[config.mk]
export PLATFORM = sky130hd
export DESIGN_NAME = imh_key_cmp
export DESIGN_NICKNAME = d
export VERILOG_FILES = /design/src/hw/rtl/assert_macros.svh /design/src/hw/rtl/imh_key_cmp.sv
export SDC_FILE = /design/constraint.sdc
export NUM_CORES = 1
export LEC_CHECK = 0
export BUFFER_PORTS_ARGS = -buffer_cell sky130_fd_sc_hd__buf_4
export CORE_ASPECT_RATIO = 0.7
export CORE_MARGIN = 5
export CORE_UTILIZATION = 41
export CTS_BUF_LIST = sky130_fd_sc_hd__clkbuf_8
export DETAILED_ROUTE_END_ITERATION = 12
export GPL_ROUTABILITY_DRIVEN = 0
export HOLD_SLACK_MARGIN = 0.02
export PLACE_DENSITY_LB_ADDON = 0.05
export SYNTH_ARGS = -nofsm -noshare
export SYNTH_HDL_FRONTEND = slang
export SYNTH_SLANG_ARGS = --single-unit
[constraint.sdc]
create_clock -name clk_i -period 1.75 [get_ports clk_i]
set_input_delay 0.175 -clock clk_i [delete_from_list [all_inputs] [get_ports clk_i]]
set_output_delay 0.175 -clock clk_i [all_outputs]
set_load 0.05 [all_outputs]
[src/hw/rtl/assert_macros.svh]
// Assertion macros shared by the RTL of the indexed min-heap.
// Depends on nothing; included by modules that carry assertions.
`ifndef ASSERT_MACROS_SVH
`define ASSERT_MACROS_SVH

`define ASSERT_IMPL(label, prop, msg) \
  label: assert property (@(posedge clk_i) disable iff (!rst_ni) (prop)) else $error(msg);

`define ASSERT_NEXT(label, ante, cons, msg) \
  label: assert property (@(posedge clk_i) disable iff (!rst_ni) (ante) |=> (cons)) \
    else $error(msg);

`endif

[src/hw/rtl/imh_key_cmp.sv]
// Shared two-part key comparator, registered result (strict lexicographic less).
// Depends on nothing.
module imh_key_cmp #(
  parameter int unsigned KeyW = 32
) (
  input  logic              clk_i,
  input  logic [2*KeyW-1:0] a_i,
  input  logic [2*KeyW-1:0] b_i,
  output logic              less_o
);
  logic less_q;

  always_ff @(posedge clk_i) begin
    less_q <= (a_i < b_i);
  end

  assign less_o = less_q;
endmodule

* Yosys cells after proc, flatten, opt, wreduce, memory -nomap -nowiden
Index checks and enable logic that the tools add are counted.
** Word-level totals
- Word-level logic and storage cells :: 2
- Output and inout bits :: 1
- Memory bits (writable) :: 0
- Memories kept :: 0
- Register bits after elaboration :: 1
- Latch bits :: 0
- Memory bits (read-only) :: 0
** Cells by class
- Multiplexer cells :: 0
- Bitwise operators :: 0
- Equality and inequality tests :: 0
- Shift-type cells :: 0
- Add/subtract/negate cells :: 0
- $mul :: 0
- Divide/modulo/power cells :: 0
- $lt $le $gt $ge :: 1
- Reductions and logical operators :: 0
** Operators by type and width (count)
- $lt 64x64->1 :: 1

* Longest topological paths before layout
- Depth after elaboration :: 1
- Gate-level depth with buffers :: 8
- Depth with buffers taken out :: 8

* Worst setup path after synthesis
No wires, ideal clock.
- Kind :: input port to flip-flop
- Start point :: in b_i[38]
- End point :: reg less_q, in the netlist less_o
- Data arrival time :: 1552 ps
- Slack :: 139 ps
- Stages on the path :: 8
- Cell sequence :: inv_1 > ha_1 > a21o_1 > a221o_1 > a211oi_2 > a32oi_1 > a31oi_1 > o31a_1
** On the way
- Cells in the longest elaborated chain, start to end :: 1
** RTL lines
- from (decl) :: RTL line imh_key_cmp.sv:8 : input logic [2*KeyW-1:0] b_i,
- $lt 64x64->1 :: RTL line imh_key_cmp.sv:14 : less_q <= (a_i < b_i);
- to (signal assigned) :: RTL line imh_key_cmp.sv:14
- to (decl) :: RTL line imh_key_cmp.sv:11 : logic less_q;
Every way passes these cells.

* Final worst setup path
- Start point :: in b_i[39]
- End point :: reg less_q, in the netlist less_o
Same word-level chain as after synthesis.

==> summary.txt <==
Setup path
  • Maximum fanout along the worst path: 2
  • Worst Path Class, Setup: in2reg
  • Delay of the slowest cell on the worst path: approximately 0.33 ns
  • Kind of cell adding the most delay to the critical path: compound AO/OA/AOI/OAI gates
  • Signal arrival time at the worst endpoint: 1.70 ns
  • Source of the critical timing path: b_i[39]
  • Worst-path cell with the longest stage delay: sky130_fd_sc_hd__a221o_1
  • CP required: around 1.7 ns
  • Startpoint type of the worst setup path: primary input
  • Ordered list of cells on the worst path: buf_4 -> inv_2 -> ha_4 -> and3_4 -> a221o_1 -> a211oi_2 -> a32oi_1 -> a31oi_1 -> o31a_1
  • Count of buffer and inverter cells on the critical path: 2
  • CP endpoint kind: flip-flop

Route
  • Total Wirelength: 5.05 mm
  • Number of vias in the routed layout: approximately 2,000
  • Final routed DRC violation total: 0
  • Drt wl/cell: ~12 um
  • Number of design-rule violations left by the first detailed-router iteration: 39
  • Count of antenna-violating nets left after detailed routing: 0
  • Detailed-router iteration count before antenna repair: 3
  • Number of vias per cell after detailed routing: approximately 4.8

Clock tree
  • Cts-stage hold buffer count: 0
  • Clk slew on worst S/H paths: 0 ns

Synth
  • Post-Syn Area: around 1600 um2
  • YS warnings: 0
  • Cell with the most instances after synthesis: sky130_fd_sc_hd__inv_1
  • Synth Area per Inst: 7.04 um2
  • Proportion of netlist area held by the largest area contributor: 0.489
  • Count of state elements after synthesis: 1
  • EDFF count, synth: 0
  • Fraction of registers with async set/reset: 0
  • Most common library cells after synthesis: sky130_fd_sc_hd__inv_1, sky130_fd_sc_hd__ha_1, sky130_fd_sc_hd__a21oi_1
  • Most instantiated flip-flop cell in the synthesis netlist: sky130_fd_sc_hd__dfxtp_1
  • Number of cells produced by synthesis: roughly 230
  • Cell taking the most area after synthesis: sky130_fd_sc_hd__ha_1
  • Largest cells by area after synthesis: sky130_fd_sc_hd__ha_1, sky130_fd_sc_hd__inv_1, sky130_fd_sc_hd__a21oi_1
  • Count of distinct cell types in the synthesized netlist: 31
  • Synthesized net count: roughly 420
  • Sequential area share after synthesis: 0.0124

Placed design
  • Instance area after placement: between 2000 and 3000 um2
  • Port Buffers: 129
  • Setup WS pre-CTS: -0.0766 ns
  • Placed Instances: 418
  • Estimated wirelength of the detail-placed design: around 4.4 mm

Job
  • Maximum Capacitance Violations: 0

STA
  • Count of final hold-check violations: 0
  • Setup repair after global routing missed its margin: yes
  • Number of max-slew violations in the final report: 0
  • Minimum clock period: about 1.8 ns
  • Worst-Margin Slew: 0.299 ns
  • Post-layout worst setup margin: -0.00839 ns
  • Ratio of final minimum period to clock period: 1.00
  • Setup violations, final: 1
  • Min Hold Slack: about 0.63 ns
  • Max-slew headroom at the worst pin: 0.799
  • Final total negative setup slack: -0.00839 ns
  • Highest Clock Rate: about 570 MHz

Die
  • I/O pin count: 130
  • Initial Utilization: 0.418
  • Die W: roughly 85 um
  • Height of the die: about 62 um
  • Count of standard-cell rows: 19
  • DIE AREA: between 5000 and 6000 um2
  • Core ar.: around 3900 um2

Global routing
  • Number of global-route vias before repair: 2,015
  • Antenna violations before repair: 0
  • Global Route Usage Sum: 0.170
  • Global-route wire length before repair: approximately 7.9 mm
  • Largest net degree at the start of global routing: 4
  • Remaining Overflow, GRT: 0

Final layout
  • Proportion of layout cells with a drive suffix above 1: 0.444
  • # fillers: 290
  • Post-layout nets: 561
  • Post-route cell area: 2900 um2
  • Final std cells w/o fill: around 420
  • Layout area overhead: 80.0%
  • Count of inserted antenna diode cells: 0
  • Max FFs per register: 1

Hold path
  • Type of the tightest min-delay check: reg2out
  • Beginning of the worst hold path: less_o

Outcome
  • Result of the run: finished with violations
  • Violations in the final reports: setup timing

Power
  • Static Leakage: 1.68 nW
  • Peak ir drop on the vdd network: ~0.00014 V
  • Power Density: ~220 nW/um2
## power breakdown
part	switching [mW]	internal, mW
clock	0	0
sequential	0.000701	0.0267
combinational	0.253	0.370
## layout by cell type, fill, tap and decap left out, types with 7 or more instances in the layout
cell	netlist	routed
sky130_fd_sc_hd__nand2_1	20	20
sky130_fd_sc_hd__buf_4	0	130
sky130_fd_sc_hd__buf_6	0	8
sky130_fd_sc_hd__a21oi_1	26	26
sky130_fd_sc_hd__inv_1	64	57
sky130_fd_sc_hd__nor2_1	7	7
sky130_fd_sc_hd__ha_4	0	10
sky130_fd_sc_hd__o21ai_0	8	8
sky130_fd_sc_hd__ha_1	63	53
## per-layer routing
metal	GRT usage	vias to the layer above	routed length [um]
li1	-	1072	-
met1	0.211	838	2030
met2	0.300	80	2430
met3	0.0514	4	541
met4	0.0119	0	38
met5	0	-	0
## per-stage QoR
step            util  power (mW)
2_1_floorplan      -       0.291
3_3_place_gp   0.702       0.582
3_5_place_dp   0.702       0.594
4_1_cts        0.707       0.602
5_1_grt        0.753       0.738
6_report       0.753       0.650
## cell type report
cell class                      instances  area [um2]  share of cell area
Inverter                               64         250              0.0863
Multi-Input combinational cell        164        1500               0.517
Sequential cell                         1        20.0             0.00690
Tap cell                               52        65.1              0.0224
Timing Repair Buffer                  138        1070               0.368
## kinds of logic (layout without fill, tap and decap cells)
logic type | count (synthesis) | count (layout) | synth area share
fa+ha+maj | 63 | 63 | 0.489
simple gates | 52 | 52 | 0.168
compound gates | 49 | 49 | 0.181
buf+inv | 64 | 202 | 0.149
flops | 1 | 1 | 0.0124
## worst paths after layout
path | to | cells after the start | slack (ns)
worst max-delay path | less_o | 9 | -0.008
worst min-delay path | less_o | 1 | 0.63
## what timing repair did
item                                    CTS  global route
pin swaps                                 3            16
endpoints found under the setup margin    1             1
resized for setup                         3            31
setup buffers                             0             1
endpoints found under the hold margin     0             0
Power figures use the tool's default switching activity.
